--- config.mk ---
export PLATFORM = sky130hd
export DESIGN_NAME = button_event_generator_flat
export DESIGN_NICKNAME = d
export VERILOG_FILES = /design/src/rtl/core/bev_pkg.sv /design/src/rtl/core/bev_in_if.sv /design/src/rtl/core/bev_out_if.sv /design/src/rtl/core/bev_cfg_if.sv /design/src/rtl/core/bev_table.sv /design/src/rtl/core/bev_calc.sv /design/src/rtl/core/button_event_generator.sv /design/src/flat_wrapper.sv
export SDC_FILE = /design/constraint.sdc
export NUM_CORES = 2
export LEC_CHECK = 0
export ABC_AREA = 1
export BUFFER_PORTS_ARGS = -buffer_cell sky130_fd_sc_hd__clkbuf_2
export CAP_MARGIN = 20
export CORE_UTILIZATION = 45
export DETAILED_ROUTE_END_ITERATION = 16
export SYNTH_ARGS = -nofsm -noshare
export SYNTH_HDL_FRONTEND = slang
export SYNTH_SLANG_ARGS = --single-unit
--- constraint.sdc ---
create_clock -name clk -period 19.4 [get_ports clk]
set_input_delay 0 -clock clk [delete_from_list [all_inputs] [get_ports clk]]
set_output_delay 0 -clock clk [all_outputs]
set_load 0.05 [all_outputs]
--- src/rtl/core/bev_pkg.sv ---
// Shared types, constants and codes of the button event generator.
package bev_pkg;

	localparam int ROWS        = 5;
	localparam int COLS        = 5;
	localparam int NBTN        = ROWS * COLS;
	localparam int BTN_W       = $clog2(NBTN);
	localparam int BUTTON_W    = 5;
	localparam int REPEAT_SPAN = 1000;

	// event mask bit positions
	localparam int M_PRESS    = 0;
	localparam int M_RELEASE  = 1;
	localparam int M_CLICK    = 2;
	localparam int M_LONG     = 3;
	localparam int M_REPEAT   = 4;
	localparam int M_TOGGLE   = 5;
	localparam int M_TOUCH    = 6;
	localparam int M_USERDRAW = 7;

	localparam logic [15:0] LONG_PRESS_RST = 16'd800;
	localparam logic [15:0] REP_DELAY_RST  = 16'd300;
	localparam logic [7:0]  REP_SLOW_RST   = 8'd100;
	localparam logic [7:0]  REP_SPEED_RST  = 8'd90;

	typedef enum logic [1:0] {
		CMD_SAMPLE = 2'd0,
		CMD_MODE   = 2'd1,
		CMD_CLEAR  = 2'd2
	} cmd_t;

	typedef enum logic [2:0] {
		LED_NONE     = 3'd0,
		LED_PRESSED  = 3'd1,
		LED_DEFAULT  = 3'd2,
		LED_TOUCH    = 3'd3,
		LED_SELECTED = 3'd4,
		LED_ALL_OFF  = 3'd5
	} led_t;

	typedef enum logic [1:0] {
		CFG_LONG_PRESS = 2'd0,
		CFG_REP_DELAY  = 2'd1,
		CFG_REP_SLOW   = 2'd2,
		CFG_REP_SPEED  = 2'd3
	} cfg_idx_t;

	typedef struct packed {
		logic [1:0]          cmd;
		logic [BUTTON_W-1:0] button;
		logic                down;
		logic [31:0]         now_ms;
		logic [7:0]          mode;
	} item_t;

	typedef struct packed {
		logic [15:0] long_press_ms;
		logic [15:0] repeat_delay_ms;
		logic [7:0]  repeat_slow_ms;
		logic [7:0]  repeat_speedup_ms;
	} cfg_t;

	typedef struct packed {
		logic [7:0]  mode;
		logic        pressed;
		logic        touched;
		logic        selected;
		logic        armed;
		logic [31:0] press_stamp;
		logic [31:0] repeat_stamp;
	} entry_t;

	typedef struct packed {
		logic   we;
		logic   clr;
		entry_t ent;
	} wr_t;

	typedef struct packed {
		logic ev_press;
		logic ev_release;
		logic ev_click;
		logic ev_long_click;
		led_t led_action;
		logic pressed;
		logic is_selected;
		logic was_touched;
	} result_t;

endpackage

--- src/rtl/core/bev_in_if.sv ---
// Input item channel: command, button index, level, time and mode.
interface bev_in_if;
	logic                         valid;
	logic                         ready;
	logic [1:0]                   cmd;
	logic [bev_pkg::BUTTON_W-1:0] button;
	logic                         down;
	logic [31:0]                  now_ms;
	logic [7:0]                   mode;

	modport source(output valid, cmd, button, down, now_ms, mode, input ready);
	modport sink(input valid, cmd, button, down, now_ms, mode, output ready);
endinterface

--- src/rtl/core/bev_out_if.sv ---
// Result item channel: event flags, LED action and button status.
interface bev_out_if;
	logic       valid;
	logic       ready;
	logic       ev_press;
	logic       ev_release;
	logic       ev_click;
	logic       ev_long_click;
	logic [2:0] led_action;
	logic       pressed;
	logic       is_selected;
	logic       was_touched;

	modport source(output valid, ev_press, ev_release, ev_click, ev_long_click, led_action,
		pressed, is_selected, was_touched, input ready);
	modport sink(input valid, ev_press, ev_release, ev_click, ev_long_click, led_action,
		pressed, is_selected, was_touched, output ready);
endinterface

--- src/rtl/core/bev_cfg_if.sv ---
// Configuration write channel: register index and write data.
interface bev_cfg_if;
	logic        valid;
	logic        ready;
	logic [1:0]  index;
	logic [15:0] data;

	modport source(output valid, index, data, input ready);
	modport sink(input valid, index, data, output ready);
endinterface

--- src/rtl/core/bev_table.sv ---
// Per-button state table in flops: one read port, one entry write or a clear of all.
module bev_table (
	input  logic                      clk,
	input  logic                      arst_n,
	input  logic [bev_pkg::BTN_W-1:0] idx,
	input  logic                      en,
	input  bev_pkg::wr_t              wr,
	output bev_pkg::entry_t           rd
);

	logic [bev_pkg::NBTN-1:0][7:0]  mode_q;
	logic [bev_pkg::NBTN-1:0]       pressed_q;
	logic [bev_pkg::NBTN-1:0]       touched_q;
	logic [bev_pkg::NBTN-1:0]       selected_q;
	logic [bev_pkg::NBTN-1:0]       armed_q;
	logic [bev_pkg::NBTN-1:0][31:0] press_stamp_q;
	logic [bev_pkg::NBTN-1:0][31:0] repeat_stamp_q;

	always_comb begin
		rd.mode         = mode_q[idx];
		rd.pressed      = pressed_q[idx];
		rd.touched      = touched_q[idx];
		rd.selected     = selected_q[idx];
		rd.armed        = armed_q[idx];
		rd.press_stamp  = press_stamp_q[idx];
		rd.repeat_stamp = repeat_stamp_q[idx];
	end

	always_ff @(posedge clk or negedge arst_n) begin
		if (!arst_n) begin
			mode_q         <= '0;
			pressed_q      <= '0;
			touched_q      <= '0;
			selected_q     <= '0;
			armed_q        <= '0;
			press_stamp_q  <= '0;
			repeat_stamp_q <= '0;
		end else if (en) begin
			if (wr.clr) begin
				// pressed, touched and selected survive a clear
				mode_q         <= '0;
				armed_q        <= '0;
				press_stamp_q  <= '0;
				repeat_stamp_q <= '0;
			end else if (wr.we) begin
				mode_q[idx]         <= wr.ent.mode;
				pressed_q[idx]      <= wr.ent.pressed;
				touched_q[idx]      <= wr.ent.touched;
				selected_q[idx]     <= wr.ent.selected;
				armed_q[idx]        <= wr.ent.armed;
				press_stamp_q[idx]  <= wr.ent.press_stamp;
				repeat_stamp_q[idx] <= wr.ent.repeat_stamp;
			end
		end
	end

endmodule

--- src/rtl/core/bev_calc.sv ---
// Event decision for one item: new entry state and the result item.
module bev_calc (
	input  bev_pkg::item_t   item,
	input  bev_pkg::cfg_t    cfg,
	input  bev_pkg::entry_t  rd,
	output bev_pkg::result_t res,
	output bev_pkg::wr_t     wr
);

	logic        valid_btn;
	logic [7:0]  m;
	logic [31:0] held;
	logic [31:0] excess;
	logic [31:0] since_rep;
	logic [9:0]  ex_clamp;
	logic [7:0]  speedup;
	logic [17:0] prod;
	logic [8:0]  steps;
	logic [17:0] thr;
	logic        rep_active;
	logic        rep_fire;
	logic        long_hit;

	function automatic bev_pkg::led_t idle_led(input logic [7:0] md);
		if (md[bev_pkg::M_USERDRAW])
			return bev_pkg::LED_NONE;
		return md[bev_pkg::M_TOUCH] ? bev_pkg::LED_TOUCH : bev_pkg::LED_DEFAULT;
	endfunction

	assign valid_btn = int'(item.button) < bev_pkg::NBTN;
	assign m         = rd.mode;

	assign held       = item.now_ms - rd.press_stamp;
	assign rep_active = m[bev_pkg::M_REPEAT] && (held > {16'd0, cfg.repeat_delay_ms});
	assign long_hit   = m[bev_pkg::M_LONG] && (held > {16'd0, cfg.long_press_ms});
	assign excess     = held - {16'd0, cfg.repeat_delay_ms};
	assign ex_clamp   = (excess > 32'(bev_pkg::REPEAT_SPAN)) ? 10'(bev_pkg::REPEAT_SPAN)
		: excess[9:0];
	assign speedup    = (cfg.repeat_speedup_ms > cfg.repeat_slow_ms) ? cfg.repeat_slow_ms
		: cfg.repeat_speedup_ms;
	assign prod       = 18'(speedup) * 18'(ex_clamp);
	assign since_rep  = item.now_ms - rd.repeat_stamp;

	// since > slow - floor(prod/SPAN)  <=>  since > slow, or prod >= SPAN*(slow-since+1)
	assign steps    = {1'b0, cfg.repeat_slow_ms} - {1'b0, since_rep[7:0]} + 9'd1;
	assign thr      = 18'(steps) * 18'(bev_pkg::REPEAT_SPAN);
	assign rep_fire = (since_rep > {24'd0, cfg.repeat_slow_ms}) || (prod >= thr);

	always_comb begin
		res    = '0;
		wr.we  = 1'b0;
		wr.clr = 1'b0;
		wr.ent = rd;
		unique case (bev_pkg::cmd_t'(item.cmd))
			bev_pkg::CMD_CLEAR: begin
				wr.clr         = 1'b1;
				res.led_action = bev_pkg::LED_ALL_OFF;
			end
			bev_pkg::CMD_MODE: begin
				if (valid_btn) begin
					wr.we          = 1'b1;
					wr.ent.mode    = item.mode;
					res.led_action = item.mode[bev_pkg::M_USERDRAW] ? bev_pkg::LED_NONE
						: bev_pkg::LED_DEFAULT;
				end
			end
			bev_pkg::CMD_SAMPLE: begin
				if (valid_btn && m != 8'd0) begin
					if (item.down != rd.pressed) begin
						wr.we = 1'b1;
						if (item.down) begin
							wr.ent.pressed     = 1'b1;
							wr.ent.touched     = 1'b1;
							wr.ent.armed       = 1'b1;
							wr.ent.press_stamp = item.now_ms;
							res.ev_press       = m[bev_pkg::M_PRESS];
							if (!m[bev_pkg::M_REPEAT])
								res.led_action = bev_pkg::LED_PRESSED;
						end else begin
							wr.ent.pressed = 1'b0;
							if (rd.armed) begin
								if (!m[bev_pkg::M_USERDRAW]) begin
									res.led_action = idle_led(m);
									if (m[bev_pkg::M_TOGGLE]) begin
										wr.ent.selected = !rd.selected;
										if (!rd.selected)
											res.led_action = bev_pkg::LED_SELECTED;
									end
								end
								wr.ent.armed   = 1'b0;
								res.ev_release = m[bev_pkg::M_RELEASE];
								res.ev_click   = m[bev_pkg::M_CLICK];
							end
						end
					end else if (item.down && rd.armed) begin
						// repeat window shadows the long-press check
						if (rep_active) begin
							if (rep_fire) begin
								wr.we               = 1'b1;
								wr.ent.repeat_stamp = item.now_ms;
								res.ev_press        = 1'b1;
							end
						end else if (long_hit) begin
							wr.we             = 1'b1;
							wr.ent.armed      = 1'b0;
							res.ev_long_click = 1'b1;
							res.led_action    = idle_led(m);
						end
					end
				end
			end
			default: begin
			end
		endcase
		if (valid_btn && (item.cmd == bev_pkg::CMD_SAMPLE || item.cmd == bev_pkg::CMD_MODE
			|| item.cmd == bev_pkg::CMD_CLEAR)) begin
			res.pressed     = wr.ent.pressed;
			res.is_selected = wr.ent.selected;
			res.was_touched = wr.ent.touched;
		end
	end

endmodule

--- src/rtl/core/button_event_generator.sv ---
// Button event generator. Takes one item per clock while not stalled and gives one result item per item:
// the item is held in the input register and its result is loaded into the result register
// once that register is free or its result is taken. The per-button state lives in flops
// and is read and updated between the two registers and written back as the result is loaded, so
// consecutive items for the same button need no forwarding. A result waiting at the output
// does not stop the next item from entering the input register; the input stalls only when
// both registers are full and the result is not taken. Configuration writes are taken in
// any cycle and apply to items that leave the input register afterwards.
module button_event_generator (
	input  logic        clk,
	input  logic        arst_n,
	bev_in_if.sink      req,
	bev_out_if.source   rsp,
	bev_cfg_if.sink     cfg
);

	logic                valid_s1;
	bev_pkg::item_t      item_s1;
	logic                out_valid_q;
	bev_pkg::result_t    res_q;
	bev_pkg::cfg_t       cfg_q;
	logic                adv;
	bev_pkg::entry_t     rd;
	bev_pkg::wr_t        wr;
	bev_pkg::result_t    res;

	assign adv       = valid_s1 && (!out_valid_q || rsp.ready);
	assign req.ready = !valid_s1 || !out_valid_q || rsp.ready;
	assign cfg.ready = 1'b1;

	always_ff @(posedge clk or negedge arst_n) begin
		if (!arst_n) begin
			cfg_q.long_press_ms     <= bev_pkg::LONG_PRESS_RST;
			cfg_q.repeat_delay_ms   <= bev_pkg::REP_DELAY_RST;
			cfg_q.repeat_slow_ms    <= bev_pkg::REP_SLOW_RST;
			cfg_q.repeat_speedup_ms <= bev_pkg::REP_SPEED_RST;
		end else if (cfg.valid) begin
			unique case (bev_pkg::cfg_idx_t'(cfg.index))
				bev_pkg::CFG_LONG_PRESS: cfg_q.long_press_ms     <= cfg.data;
				bev_pkg::CFG_REP_DELAY:  cfg_q.repeat_delay_ms   <= cfg.data;
				bev_pkg::CFG_REP_SLOW:   cfg_q.repeat_slow_ms    <= cfg.data[7:0];
				bev_pkg::CFG_REP_SPEED:  cfg_q.repeat_speedup_ms <= cfg.data[7:0];
				default: begin
				end
			endcase
		end
	end

	always_ff @(posedge clk or negedge arst_n) begin
		if (!arst_n) begin
			valid_s1    <= 1'b0;
			out_valid_q <= 1'b0;
		end else begin
			if (req.ready)
				valid_s1 <= req.valid;
			if (adv)
				out_valid_q <= 1'b1;
			else if (rsp.ready)
				out_valid_q <= 1'b0;
		end
	end

	always_ff @(posedge clk) begin
		if (req.valid && req.ready) begin
			item_s1.cmd    <= req.cmd;
			item_s1.button <= req.button;
			item_s1.down   <= req.down;
			item_s1.now_ms <= req.now_ms;
			item_s1.mode   <= req.mode;
		end
		if (adv)
			res_q <= res;
	end

	bev_table u_table (
		.clk    (clk),
		.arst_n (arst_n),
		.idx    (bev_pkg::BTN_W'(item_s1.button)),
		.en     (adv),
		.wr     (wr),
		.rd     (rd)
	);

	bev_calc u_calc (
		.item (item_s1),
		.cfg  (cfg_q),
		.rd   (rd),
		.res  (res),
		.wr   (wr)
	);

	assign rsp.valid         = out_valid_q;
	assign rsp.ev_press      = res_q.ev_press;
	assign rsp.ev_release    = res_q.ev_release;
	assign rsp.ev_click      = res_q.ev_click;
	assign rsp.ev_long_click = res_q.ev_long_click;
	assign rsp.led_action    = res_q.led_action;
	assign rsp.pressed       = res_q.pressed;
	assign rsp.is_selected   = res_q.is_selected;
	assign rsp.was_touched   = res_q.was_touched;

	// an accepted item always lands in the input register
	a_accept_lands: assert property (@(posedge clk) disable iff (!arst_n)
		req.valid && req.ready |=> valid_s1)
		else $error("accepted item lost before the input register");

	// a held item stays until the result register frees up
	a_hold_s1: assert property (@(posedge clk) disable iff (!arst_n)
		valid_s1 && !adv |=> valid_s1)
		else $error("stalled item dropped");

	// long click ends the press cycle: no other event in the same result
	a_long_alone: assert property (@(posedge clk) disable iff (!arst_n)
		rsp.valid && rsp.ev_long_click |-> !rsp.ev_press && !rsp.ev_release && !rsp.ev_click)
		else $error("long click mixed with other events");

	// a clear never reports an event
	a_clear_quiet: assert property (@(posedge clk) disable iff (!arst_n)
		rsp.valid && rsp.led_action == bev_pkg::LED_ALL_OFF |->
		!rsp.ev_press && !rsp.ev_release && !rsp.ev_click && !rsp.ev_long_click)
		else $error("event flagged on a clear");

endmodule

--- src/flat_wrapper.sv ---
// flat-port wrapper written by rule: the top's interface ports become plain ports
module button_event_generator_flat 
  (clk, arst_n, req_valid, req_cmd, req_button, req_down, req_now_ms, req_mode, req_ready, rsp_valid, rsp_ev_press, rsp_ev_release, rsp_ev_click, rsp_ev_long_click, rsp_led_action, rsp_pressed, rsp_is_selected, rsp_was_touched, rsp_ready, cfg_valid, cfg_index, cfg_data, cfg_ready);
  bev_in_if req_i ();
  bev_out_if rsp_i ();
  bev_cfg_if cfg_i ();
  input  logic clk;
  input  logic arst_n;
  input wire logic [$bits(req_i.valid)-1:0] req_valid;
  input wire logic [$bits(req_i.cmd)-1:0] req_cmd;
  input wire logic [$bits(req_i.button)-1:0] req_button;
  input wire logic [$bits(req_i.down)-1:0] req_down;
  input wire logic [$bits(req_i.now_ms)-1:0] req_now_ms;
  input wire logic [$bits(req_i.mode)-1:0] req_mode;
  output wire logic [$bits(req_i.ready)-1:0] req_ready;
  output wire logic [$bits(rsp_i.valid)-1:0] rsp_valid;
  output wire logic [$bits(rsp_i.ev_press)-1:0] rsp_ev_press;
  output wire logic [$bits(rsp_i.ev_release)-1:0] rsp_ev_release;
  output wire logic [$bits(rsp_i.ev_click)-1:0] rsp_ev_click;
  output wire logic [$bits(rsp_i.ev_long_click)-1:0] rsp_ev_long_click;
  output wire logic [$bits(rsp_i.led_action)-1:0] rsp_led_action;
  output wire logic [$bits(rsp_i.pressed)-1:0] rsp_pressed;
  output wire logic [$bits(rsp_i.is_selected)-1:0] rsp_is_selected;
  output wire logic [$bits(rsp_i.was_touched)-1:0] rsp_was_touched;
  input wire logic [$bits(rsp_i.ready)-1:0] rsp_ready;
  input wire logic [$bits(cfg_i.valid)-1:0] cfg_valid;
  input wire logic [$bits(cfg_i.index)-1:0] cfg_index;
  input wire logic [$bits(cfg_i.data)-1:0] cfg_data;
  output wire logic [$bits(cfg_i.ready)-1:0] cfg_ready;
  assign req_i.valid = req_valid;
  assign req_i.cmd = req_cmd;
  assign req_i.button = req_button;
  assign req_i.down = req_down;
  assign req_i.now_ms = req_now_ms;
  assign req_i.mode = req_mode;
  assign req_ready = req_i.ready;
  assign rsp_valid = rsp_i.valid;
  assign rsp_ev_press = rsp_i.ev_press;
  assign rsp_ev_release = rsp_i.ev_release;
  assign rsp_ev_click = rsp_i.ev_click;
  assign rsp_ev_long_click = rsp_i.ev_long_click;
  assign rsp_led_action = rsp_i.led_action;
  assign rsp_pressed = rsp_i.pressed;
  assign rsp_is_selected = rsp_i.is_selected;
  assign rsp_was_touched = rsp_i.was_touched;
  assign rsp_i.ready = rsp_ready;
  assign cfg_i.valid = cfg_valid;
  assign cfg_i.index = cfg_index;
  assign cfg_i.data = cfg_data;
  assign cfg_ready = cfg_i.ready;
  button_event_generator u_core (.clk(clk), .arst_n(arst_n), .req(req_i), .rsp(rsp_i), .cfg(cfg_i));
endmodule
==> out/summary.txt <==
Status - finished, final reports clean
CP Launch Point - u_core.item_s1[42]
Largest stage delay, worst path - 0.95 ns
Worst Hold Launch - cfg_data[3]
H-tree Lvls - 4
Type of origin of the critical path - flop
Placed Instances - 14981
Max Clock Skew - 0.0667 ns
Sequential share of the synthesized area - 50.0%
CTS root buf - clkbuf_16
Cts hold-fix bufs - 132
Min cycle time layout - 17.37 ns
Clk buf depth - 3
RSZ-0062 raised after global routing - no
Final slew viol count - 0
Count of cell types in the netlist - 67
Mapped Area - 0.101 mm²
Clk_lat worst skew - 0.91 ns
Synth-to-Final Area Change - 11.6%
Number of port buffers - 82
Nets - 12750
CTS tree - yes
Max FO, Critical Path - 38
Final core area utilization - 50.6%
Slew margin rel. - 15.5%
Pre-antenna DRT Iters - 6
Die area - 0.227 mm²
CP Capture Type - flop
Core area - 0.223 mm²
Leakage - 0.0591 µW
Post-synth top flop - dfrtp_1
Final Hold Vio Count - 0
Setup violators final - 0
Final Instance Area - 0.113 mm²
Post-synthesis cell count - 12514
Post-CTS setup buffers - 0
Detailed Place HPWL - 227000 µm
Total track usage - 35.3%
Overflow after GRT - 0
Global-route wire length before repair - 596000 µm
CTS Sinks - 2008
PD cells - 117 mW/mm²
Total wire length - 406000 µm
Placed cell area - 0.103 mm²
Max Fclk - 57.6 MHz
Worst-margin pin slew - 1.27 ns
Cts repair resizes - 0
Mean post-synth cell area - 8.09 µm²
Fin Setup TNS - 0 ns
Top Ports - 84
Via/cell ratio - 5.80
Worst setup path class - reg2reg
Register bit count reported by yosys - 2008
Average wire per standard cell - 26.1 µm
CP max-delay cell - nor4b_2
Maxcap violations - 0
Number of buffers created by CTS - 213
Maximum VDD drop - 516 µV
Share of async-settable or async-resettable flops after synthesis - 97.1%
Die H - 476 µm
Antenna violations before repair - 15
Initial DRC Count - 11937
Syn Nets - 12880
Die Wd - 476 µm
Crit Reg-Reg Startpoint - u_core.item_s1[42]
CP dominant cell by count - nand2_1
Final period utilization - 89.6%
Number of global-route vias before repair - 87379
Yosys warns - 0
DR DRC count - 0
Detail Route Antenna Nets - 0
Num rows - 173
Layout cells sized above 1 - 7.25%
HP Class - in2reg
CTS clk-pin slew, worst paths - 0.06 ns
Starting Density - 45.4%
Worst EP arrival - 18.20 ns
RePlAce Congestion - 0.940
Pin count of the biggest net entering global routing - 177
Non-filler cells, final - 15547
Via count - 90158
EDFF count, synth - 58
CP Data Required Time - 20.23 ns
-- critical path, delay by kind of cell, from the launching register on --
family / cells / cell delay [ns]
buffers and inverters: 14 / 2.93
and+or+nand+nor: 38 / 7.75
DFF: 1 / 0.50
xor gates and xnor gates: 3 / 0.74
adders and majority gates: 8 / 3.40
AOI/OAI and AO/OA: 9 / 1.71
-- metal layers --
metal  routed length, µm  track usage [%]  vias up
met1              162000             47.0    44207
met4               21400             16.9       16
met2              181000             54.1     5010
met3               41500             8.31     1089
met5                 176                0        -
li1                    -                -    39836
-- final cells by class --
class	count	area (µm²)
flip-flops and latches	2008	50600
clock buffers	332	6570
multi-input cells	9136	44400
diodes	7	17.5
fillers	21065	110000
inverters	550	2100
repair buffers	475	4480
clock inverters	64	1030
well taps	2975	3720
-- registers in the layout, summed over array words and instances (netlist names), 3 cells and up --
register                       cells
u_core.u_table.press_stamp_q     800
u_core.u_table.repeat_stamp_q    800
u_core.u_table.mode_q            200
u_core.cfg_q                      48
u_core.item_s1                    48
u_core.u_table.armed_q            25
u_core.u_table.pressed_q          25
u_core.u_table.selected_q         25
u_core.u_table.touched_q          25
u_core.rsp.led_action              3
-- cells by family after synthesis --
kind of cell | share of synthesized area, %
flops | 50.0
mux | 0.00989
simple gates | 26.9
fa+ha+maj | 4.23
compound gates | 11.7
other cells | 0.00371
xor+xnor | 0.641
buf+inv | 6.55
-- Yosys cell counts, types with 8 or more instances --
master	n	share of area [%]
dfrtp_1	1936	48
or2_2	16	0.099
nand2_8	20	0.40
nor2_2	28	0.17
inv_2	26	0.096
or2_1	9	0.056
edfxtp_1	58	1.7
a22oi_1	841	6.2
a2111o_1	44	0.49
a21oi_1	510	2.5
nor4_1	53	0.33
a22o_1	8	0.069
o21ai_1	41	0.20
ha_1	217	2.7
nand4_1	33	0.20
nand3_1	98	0.48
xnor2_1	24	0.21
a221oi_1	10	0.087
nor4b_1	9	0.078
dfstp_2	14	0.36
a31oi_1	38	0.23
buf_2	208	1.0
clkbuf_1	380	1.4
o21ai_0	195	0.96
inv_1	517	1.9
a21oi_2	25	0.22
nor3_1	31	0.15
buf_4	25	0.19
nand2_1	6392	24
xor2_1	50	0.43
nor2_1	240	0.89
o22ai_1	11	0.068
buf_6	147	1.6
fa_1	78	1.5
o211ai_1	8	0.059
o21bai_1	13	0.096
buf_1	58	0.22
a21o_1	18	0.13
-- placed cells by master, fill, tap and decap left out, types with 38 or more instances in the layout --
master and n:
edfxtp_1 58, nand2_1 6386, a22oi_1 841, clkbuf_2 81, ha_1 217, buf_4 190
fa_1 78, xor2_1 50, inv_1 514, a31oi_1 38, a21oi_1 504, dlygate4sd3_1 131
o21ai_0 188, clkbuf_8 77, clkbuf_1 41, clkbuf_16 214, nor2_1 234, dfrtp_1 1936
a2111o_1 44, nand3_1 98
-- power by group --
part	internal, µW	total (µW)	switching [µW]
clock	2570	4410	1840
combinational	1720	4460	2740
sequential	4250	4300	40.7
total	8540	13200	4620
-- per-stage QoR --
| step | setup slack [ns] | hold WS (ns) | power (µW) |
|---|---|---|---|
| after floorplan | 7.22 | -0.296 | 7690 |
| after global placement | 2.26 | 0.0383 | 8720 |
| after detailed placement | 2.37 | 0.0403 | 8800 |
| after CTS | 2.33 | 0.0163 | 13200 |
| after global routing | 1.06 | 0.0519 | 14100 |
| final | 2.03 | 0.0606 | 13200 |
-- worst paths after layout --
path	slack, ns	cells after the start	end
worst max-delay path	2.03	72	u_core.u_table.press_stamp_q[213]
worst min-delay path	0.06	4	u_core.cfg_q[3]
worst max register to register	2.03	72	u_core.u_table.press_stamp_q[213]
worst min register to register	0.47	2	u_core.u_table.press_stamp_q[700]
max in group asynchronous	15.72	7	u_core.u_table.press_stamp_q[493]
min in group asynchronous	0.39	4	u_core.u_table.press_stamp_q[262]
No activity file was read; power rests on OpenSTA's default activity.
